--- src/rtl/secded_hamming_frame_encoder_assert.svh ---
// assertion macros for the secded frame encoder rtl
// no dependencies; included by sdhfe_framer, the module that carries assertions
`ifndef SECDED_HAMMING_FRAME_ENCODER_ASSERT_SVH
`define SECDED_HAMMING_FRAME_ENCODER_ASSERT_SVH

// same-cycle implication, disabled during reset
`define SDHFE_ASSERT_NOW(label, clk, rst, ante, cons) \
   label: assert property (@(posedge clk) disable iff (rst) (ante) |-> (cons)) \
      else $error("sdhfe assertion failed");

// next-cycle implication, disabled during reset
`define SDHFE_ASSERT_NEXT(label, clk, rst, ante, cons) \
   label: assert property (@(posedge clk) disable iff (rst) (ante) |=> (cons)) \
      else $error("sdhfe assertion failed");

`endif

--- src/rtl/sdhfe_pkg.sv ---
// shared constants and types for the secded hamming frame encoder
// no dependencies
package sdhfe_pkg;

   localparam int CW_BITS   = 128;
   localparam int CW_BYTES  = CW_BITS / 8;
   localparam int MSG_BITS  = 80;
   localparam int HIGH_BITS = 64;
   localparam int LOW_BITS  = MSG_BITS - HIGH_BITS;
   localparam int POS_W     = $clog2(CW_BITS);
   localparam int IDX_W     = $clog2(CW_BYTES);
   localparam int PAR_BITS  = POS_W;

   // framing bytes
   localparam logic [7:0] FRAME_START  = 8'hAA;
   localparam logic [7:0] FRAME_END    = 8'hBB;
   localparam logic [7:0] FRAME_ESCAPE = 8'hDD;

   // codeword handed from the encoder to the framer
   typedef struct packed {
      logic                valid;
      logic [CW_BITS-1:0]  codeword;
   } cw_offer_type;

endpackage

--- src/rtl/sdhfe_codeword.sv ---
// extended hamming (128,120) codeword builder, purely combinational
// depends on sdhfe_pkg
module sdhfe_codeword
   import sdhfe_pkg::*;
(
   input  logic                  msg_valid,
   input  logic [HIGH_BITS-1:0]  msg_high,
   input  logic [LOW_BITS-1:0]   msg_low,
   output cw_offer_type          offer
);

   logic [MSG_BITS-1:0] msg;
   logic [CW_BITS-1:0]  cw;

   assign msg = {msg_high, msg_low};

   // data placement, hamming parities, then overall parity at position 0
   always_comb begin
      int  k;
      logic par;
      logic all;
      cw = '0;
      k = 0;
      for (int p = 1; p < CW_BITS; p++) begin
         if ((p & (p - 1)) != 0) begin
            if (k < MSG_BITS) begin
               cw[POS_W'(p)] = msg[POS_W'(MSG_BITS - 1 - k)];
            end
            k++;
         end
      end
      for (int b = 0; b < PAR_BITS; b++) begin
         par = 1'b0;
         for (int p = 1; p < CW_BITS; p++) begin
            if ((((p >> b) & 1) != 0) && (p != (1 << b))) begin
               par = par ^ cw[POS_W'(p)];
            end
         end
         cw[POS_W'(1 << b)] = par;
      end
      all = 1'b0;
      for (int p = 1; p < CW_BITS; p++) begin
         all = all ^ cw[POS_W'(p)];
      end
      cw[0] = all;
   end

   assign offer.valid    = msg_valid;
   assign offer.codeword = cw;

endmodule

--- src/rtl/sdhfe_framer.sv ---
// codeword register, byte stuffing sequencer and output register
// depends on sdhfe_pkg and secded_hamming_frame_encoder_assert.svh
`include "secded_hamming_frame_encoder_assert.svh"

module sdhfe_framer
   import sdhfe_pkg::*;
(
   input  logic          clock,
   input  logic          reset,
   input  cw_offer_type  offer,
   output logic          take,
   output logic          rsp_valid,
   input  logic          rsp_ready,
   output logic [7:0]    rsp_frame_byte,
   output logic          rsp_frame_last
);

   typedef enum logic [1:0] {
      PH_START,
      PH_DATA,
      PH_END
   } phase_type;

   localparam logic [IDX_W-1:0] LAST_IDX = IDX_W'(CW_BYTES - 1);

   phase_type          phase_ff, phase_in;
   logic               active_ff, active_in;
   logic [IDX_W-1:0]   idx_ff, idx_in;
   logic               esc_ff, esc_in;
   logic [CW_BITS-1:0] cw_ff, cw_in;
   logic               rsp_valid_ff, rsp_valid_in;
   logic [7:0]         rsp_byte_ff, rsp_byte_in;
   logic               rsp_last_ff, rsp_last_in;
   logic [7:0]         cur_byte;
   logic               cur_special;
   logic               advance;

   // current codeword byte, lowest position in the msb
   always_comb begin
      for (int j = 0; j < 8; j++) begin
         cur_byte[7 - j] = cw_ff[{idx_ff, 3'(j)}];
      end
   end

   assign cur_special = (cur_byte == FRAME_START) || (cur_byte == FRAME_END) ||
                        (cur_byte == FRAME_ESCAPE);

   // output register free or being drained this cycle
   assign advance = !rsp_valid_ff || rsp_ready;

   // sequencer next state
   always_comb begin
      phase_in     = phase_ff;
      active_in    = active_ff;
      idx_in       = idx_ff;
      esc_in       = esc_ff;
      cw_in        = cw_ff;
      rsp_valid_in = rsp_valid_ff;
      rsp_byte_in  = rsp_byte_ff;
      rsp_last_in  = rsp_last_ff;
      take         = 1'b0;
      if (advance) begin
         rsp_valid_in = 1'b0;
         if (active_ff) begin
            rsp_valid_in = 1'b1;
            rsp_last_in  = 1'b0;
            case (phase_ff)
               PH_START: begin
                  rsp_byte_in = FRAME_START;
                  phase_in    = PH_DATA;
                  idx_in      = '0;
                  esc_in      = 1'b0;
               end
               PH_DATA: begin
                  if (cur_special && !esc_ff) begin
                     rsp_byte_in = FRAME_ESCAPE;
                     esc_in      = 1'b1;
                  end else begin
                     rsp_byte_in = cur_byte;
                     esc_in      = 1'b0;
                     idx_in      = idx_ff + 1'b1;
                     if (idx_ff == LAST_IDX) begin
                        phase_in = PH_END;
                     end
                  end
               end
               PH_END: begin
                  rsp_byte_in = FRAME_END;
                  rsp_last_in = 1'b1;
                  phase_in    = PH_START;
                  idx_in      = '0;
                  esc_in      = 1'b0;
                  active_in   = offer.valid;
                  take        = offer.valid;
                  if (offer.valid) begin
                     cw_in = offer.codeword;
                  end
               end
               default: begin
                  phase_in  = PH_START;
                  active_in = 1'b0;
               end
            endcase
         end else if (offer.valid) begin
            take      = 1'b1;
            active_in = 1'b1;
            cw_in     = offer.codeword;
            phase_in  = PH_START;
            idx_in    = '0;
            esc_in    = 1'b0;
         end
      end
   end

   // state and registered outputs
   always_ff @(posedge clock) begin
      if (reset) begin
         phase_ff     <= PH_START;
         active_ff    <= 1'b0;
         idx_ff       <= '0;
         esc_ff       <= 1'b0;
         rsp_valid_ff <= 1'b0;
      end else begin
         phase_ff     <= phase_in;
         active_ff    <= active_in;
         idx_ff       <= idx_in;
         esc_ff       <= esc_in;
         rsp_valid_ff <= rsp_valid_in;
      end
      cw_ff       <= cw_in;
      rsp_byte_ff <= rsp_byte_in;
      rsp_last_ff <= rsp_last_in;
   end

   assign rsp_valid      = rsp_valid_ff;
   assign rsp_frame_byte = rsp_byte_ff;
   assign rsp_frame_last = rsp_last_ff;

   // a closing flag only ever rides on the end byte
   `SDHFE_ASSERT_NOW(a_last_is_end, clock, reset, rsp_valid_ff && rsp_last_ff,
      rsp_byte_ff == FRAME_END)
   // a pending escape always sits on a byte that needs one
   `SDHFE_ASSERT_NOW(a_esc_on_special, clock, reset, esc_ff, cur_special && phase_ff == PH_DATA)
   // escaping a special byte loads the escape byte into the output register with the escape pending
   `SDHFE_ASSERT_NEXT(a_esc_then_byte, clock, reset,
      advance && active_ff && phase_ff == PH_DATA && cur_special && !esc_ff,
      rsp_valid_ff && rsp_byte_ff == FRAME_ESCAPE && esc_ff)
   // a new codeword is only taken when idle or on the end byte
   `SDHFE_ASSERT_NOW(a_take_when_free, clock, reset, take,
      advance && (!active_ff || phase_ff == PH_END))

endmodule

--- src/rtl/secded_hamming_frame_encoder.sv ---
// Top level of the secded hamming frame encoder.
// Depends on sdhfe_pkg, sdhfe_codeword and sdhfe_framer.
//
// Usage: a request carries a 10-byte message on req_message_high (bytes 0..7)
// and req_message_low (bytes 8..9). The message is spread over a 128-bit
// extended hamming codeword and sent on the rsp channel one byte per cycle while
// rsp_ready is high: 0xAA, the 16 codeword bytes with 0xDD ahead of any 0xAA/0xBB/0xDD byte,
// then 0xBB with rsp_frame_last high. A frame is 18 to 34 bytes long.
// Path: a request passes through the request register, the framer's codeword
// register and the output register before its start byte reaches rsp. The
// throughput is one frame byte per cycle while rsp_ready is high, set by the
// single byte-wide output port. A request register takes the next message while
// the current frame is still going out, so frames follow each other back to back.
// When rsp_ready is low the output register holds its byte and the
// sequencer stalls; req_ready drops once the request register is full.
// Synchronous reset drops any message in flight and clears both valids.
module secded_hamming_frame_encoder
   import sdhfe_pkg::*;
(
   input  logic                  clock,
   input  logic                  reset,
   input  logic                  req_valid,
   output logic                  req_ready,
   input  logic [HIGH_BITS-1:0]  req_message_high,
   input  logic [LOW_BITS-1:0]   req_message_low,
   output logic                  rsp_valid,
   input  logic                  rsp_ready,
   output logic [7:0]            rsp_frame_byte,
   output logic                  rsp_frame_last
);

   logic                 hold_valid_ff, hold_valid_in;
   logic [HIGH_BITS-1:0] hold_high_ff, hold_high_in;
   logic [LOW_BITS-1:0]  hold_low_ff, hold_low_in;
   logic                 take;
   cw_offer_type         offer;

   // request register, freed when the framer takes its codeword
   assign req_ready = !hold_valid_ff || take;

   always_comb begin
      hold_valid_in = hold_valid_ff && !take;
      hold_high_in  = hold_high_ff;
      hold_low_in   = hold_low_ff;
      if (req_valid && req_ready) begin
         hold_valid_in = 1'b1;
         hold_high_in  = req_message_high;
         hold_low_in   = req_message_low;
      end
   end

   always_ff @(posedge clock) begin
      if (reset) begin
         hold_valid_ff <= 1'b0;
      end else begin
         hold_valid_ff <= hold_valid_in;
      end
      hold_high_ff <= hold_high_in;
      hold_low_ff  <= hold_low_in;
   end

   // codeword built straight from the request register
   sdhfe_codeword u_codeword (
      .msg_valid (hold_valid_ff),
      .msg_high  (hold_high_ff),
      .msg_low   (hold_low_ff),
      .offer     (offer)
   );

   // framing and output register
   sdhfe_framer u_framer (
      .clock          (clock),
      .reset          (reset),
      .offer          (offer),
      .take           (take),
      .rsp_valid      (rsp_valid),
      .rsp_ready      (rsp_ready),
      .rsp_frame_byte (rsp_frame_byte),
      .rsp_frame_last (rsp_frame_last)
   );

endmodule
--- config.mk ---
export PLATFORM = sky130hd
export DESIGN_NAME = secded_hamming_frame_encoder
export DESIGN_NICKNAME = d
export VERILOG_FILES = /design/src/rtl/sdhfe_pkg.sv /design/src/rtl/sdhfe_codeword.sv /design/src/rtl/sdhfe_framer.sv /design/src/rtl/secded_hamming_frame_encoder.sv
export VERILOG_INCLUDE_DIRS = /design/src /design/src/rtl
export SDC_FILE = /design/constraint.sdc
export NUM_CORES = 1
export LEC_CHECK = 0
export BUFFER_PORTS_ARGS = -buffer_cell sky130_fd_sc_hd__buf_2
export CAP_MARGIN = 20
export CORE_MARGIN = 5
export CORE_UTILIZATION = 30
export DETAILED_ROUTE_END_ITERATION = 7
export GPL_TIMING_DRIVEN = 0
export PLACE_DENSITY_LB_ADDON = 0.1
export SETUP_SLACK_MARGIN = 0.05
export SYNTH_ARGS = -nofsm -noshare
export SYNTH_HDL_FRONTEND = slang
export SYNTH_SLANG_ARGS = --single-unit
--- constraint.sdc ---
create_clock -name clock -period 2.3 [get_ports clock]
set_input_delay 0.345 -clock clock [delete_from_list [all_inputs] [get_ports clock]]
set_output_delay 0.345 -clock clock [all_outputs]
set_load 0.01 [all_outputs]
==> key figures <==
Run status
  • Failing checks: negative setup slack
  • Outcome: complete, but fails checks

Routing
  • DRC viols: 0
  • Routed WL: 7830 um
  • DR pass1 iterations: 6
  • WL/cell: 14.8 um
  • Initial DRC Count: 90
  • Final ANT Viol Nets: 0
  • Vias: around 2.3k
  • Vias/cell: between 4 and 5

Layout
  • Final Cell Area: between 5000 and 6000 sq um
  • Final Net Count: 437
  • Fraction of layout cells with a size suffix above 1: between 30% and 40%
  • Final Non-Filler Cells: between 500 and 600
  • Reg area: about 3000 sq um
  • Fill cell count: between 1k and 1.5k
  • Area of the multi-input gates: 1050 sq um
  • Antenna diode count: 0
  • Area delta synth->final: 29.8%

Clocking
  • CTS Hold Bufs: 0
  • CTS root buffer: clkbuf_16
  • Clock transition at the registers of the reported paths: about 0.07 ns
  • TritonCTS buffer count: 9
  • Clock buffer depth: 2
  • H-tree depth: 3
  • Worst-Skew Late Latency: roughly 0.35 ns
  • TritonCTS clock tree: done
  • CTS sink count: approximately 100

Synthesis
  • Main synth FF type: edfxtp_1
  • Number of synthesized flops with an enable pin: between 90 and 100
  • Mapped cell area: ~4000 sq um
  • Syn_nets: between 300 and 400
  • Synth top cells by count: 91 x edfxtp_1, 19 x nand2_1, 16 x mux2i_1
  • Post-synthesis mux area share: between 4 and 5%
  • Count leader, synth: edfxtp_1
  • Syn Area/Cell: ~15 sq um
  • Largest family of logic cells by synthesized area: simple AND/OR/NAND/NOR gates
  • Post-synthesis register bit count: just over 100
  • Synth warn: 0
  • Adder-cell share of the synthesized area: under 10%
  • Post-synthesis sequential area ratio: 74.1%
  • Synth Area in Compound Gates: roughly 7%
  • Synth async-reset ratio: 0%
  • Post-synth top area share: roughly 69%
  • Simple-Gate Fraction of Synth Area: about a tenth
  • XOR/XNOR Fraction of Synth Area: 0%
  • Post-synth cell types: 45
  • Cell count after synthesis: between 200 and 300
  • Synth area leaders: edfxtp_1 69%, dfxtp_1 5.1%, mux2i_1 4.0%
  • Yosys top cell by area: edfxtp_1

Global route
  • Initial antenna violation count: 0
  • Vias in the first global route: between 2k and 2.5k
  • First-pass GRT wire length: around 12000 um
  • Largest net degree at the start of global routing: 42
  • Total track usage: 10.1%
  • Grt total ovfl: 0

Min path
  • Hold Path End: hold_high_ff[24]$_DFFE_PP_
  • Hold depth: 1
  • Min-delay src: req_message_high[24]
  • Min-Delay Path Class: in -> reg

Pwr
  • Worst VDD drop: 0.000433 V
  • Power density cells: 741 nW/um^2
  • Static Leak: approximately 1.8 nW

Timing
  • Rel. slew slack: 56.3%
  • Final setup skew: between 0.006 and 0.007 ns
  • Setup tns final: -0.0876 ns
  • Post-layout min period: roughly 2.3 ns
  • Slew Limit Fails: 0
  • Hold_ws: ~0.17 ns
  • Final period util: 102%
  • RSZ-0062 raised after global routing: yes
  • Final worst slack: -0.0444 ns
  • Final Hold Viols: 0
  • Fmax: 0.427 GHz
  • Endpoints failing setup: 4
  • Tightest Pin Transition: ~0.65 ns

Critical path
  • CP Launch Type: flop
  • Setup slack, reg-to-reg: -0.04 ns
  • Crit path capture type: flop
  • RR Startpoint: u_framer.idx_ff[1]$_SDFFE_PP0P_
  • Reg2Reg Depth: 10
  • Worst Path Arrival: around 2.6 ns
  • Critical path data required time: 2.54 ns
  • RR Endpoint: u_framer.idx_ff[3]$_SDFFE_PP0P_
  • Critical Path Fanout Max: 6
  • CP Class: reg -> reg

Die
  • IO Pins: 95
  • Die width: between 100 and 150 um
  • Die Area: 15600 sq um
  • Initial Utilization: a little under a third
  • Core Box Area: between 10000 and 15000 sq um
  • Row count: 42
  • Die Y: 125 um

Placed design
  • Placement Cell Area: 4460 sq um
  • Placed Instances: 491
  • Port bufs: 55
  • Routability cong.: ~0.76
  • HPWL Detailed: 5030 um

Run
  • Max-Cap Viols: 0
repair_timing:
item / CTS / global route
hold endpoints to repair: 0 / 0
setup buffers: 17 / 1
setup endpoints to repair: 50 / 56
pin swaps: 10 / 11
resized for setup: 34 / 18
cloned: 2 / 2
metal layers:
metal / routed length, um / up-vias / track usage [%]
li1: - / 1150 / -
met1: 3610 / 1086 / 12.8
met2: 3600 / 64 / 15.2
met3: 389 / 14 / 2.87
met4: 231 / 0 / 6.44
met5: 0 / - / 0
area by class of cell:
type                    instances  share of cell area, %
flip-flops and latches        101                   57.2
multi-input cells             137                   20.5
repair buffers                 75                   9.47
clock buffers                  10                   4.46
well taps                     176                   4.29
plain buffers                  12                   2.17
clock inverters                 6                   1.05
inverters                      11                  0.852
placed cells by master, fill, tap and decap left out, types with 5 or more instances in the layout:
cell       synthesis  routed
a21oi_1           12      10
buf_2              2      55
buf_4              2      15
buf_6              3       6
clkbuf_1           5       5
clkbuf_16          0       9
dfxtp_1           10       7
edfxtp_1          91      91
ha_1               6       5
inv_1             11      10
mux2i_1           16       9
mux2i_2            0       5
nand2_1           19      19
nand2b_1           6       6
nand3_1            6       5
nor2_1            14      13
where the power goes:
group,total (W),internal (W),switching (W)
combinational,0.000187,0.0000681,0.000119
clock,0.00146,0.000832,0.000629
sequential,0.00216,0.00213,0.0000322
how the worst max path moves through the flow:
stage / from / end / depth (start not counted)
after CTS: u_framer.idx_ff[0]$_SDFFE_PP0P_ / u_framer.idx_ff[3]$_SDFFE_PP0P_ / 9
after detailed placement: u_framer.idx_ff[1]$_SDFFE_PP0P_ / u_framer.idx_ff[3]$_SDFFE_PP0P_ / 10
after global placement: u_framer.phase_ff[0]$_SDFFE_PP0P_ / u_framer.cw_ff[52]$_DFFE_PP_ / 5
final: u_framer.idx_ff[1]$_SDFFE_PP0P_ / u_framer.idx_ff[3]$_SDFFE_PP0P_ / 10
after floorplan: u_framer.idx_ff[0]$_SDFFE_PP0P_ / u_framer.idx_ff[3]$_SDFFE_PP0P_ / 9
after global routing: u_framer.idx_ff[1]$_SDFFE_PP0P_ / u_framer.idx_ff[3]$_SDFFE_PP0P_ / 9
worst max-delay path, stage by stage (launching register included):
cell and delay (ns):
dfxtp_4 0.36, buf_8 0.15, buf_12 0.12, buf_16 0.12, mux2i_2 0.15, o21ai_1 0.22, nor4b_2 0.24, o211ai_1 0.19
buf_6 0.18, o2111a_1 0.22, a311o_1 0.27
stage by stage:
stage | setup WS, ns | util (%) | power (W)
after detailed placement | -0.223 | 34.1 | 0.00238
after CTS | -0.0377 | 38.6 | 0.00385
after global routing | -0.116 | 39.3 | 0.00395
final | -0.0444 | 39.3 | 0.00381
after global placement | -0.328 | 34.1 | 0.00237
after floorplan | 0.0911 | - | 0.00229
registers in the layout, indices dropped and copies added, names as in the netlist:
register and cells:
u_framer.rsp_valid 1, u_framer.idx_ff 4, u_framer.rsp_frame_last 1, hold_high_ff 41, u_framer.rsp_frame_byte 8, hold_valid_ff 1, u_framer.phase_ff 2, u_framer.active_ff 1
u_framer.cw_ff 41, u_framer.esc_ff 1
cells by family after synthesis:
group	Yosys count
multiplexers	18
AND/OR/NAND/NOR	70
adder cells (fa/ha/maj)	6
AO/OA/AOI/OAI	42
buffers and inverters	23
flip-flops	101
Power figures use the tool's default switching activity.
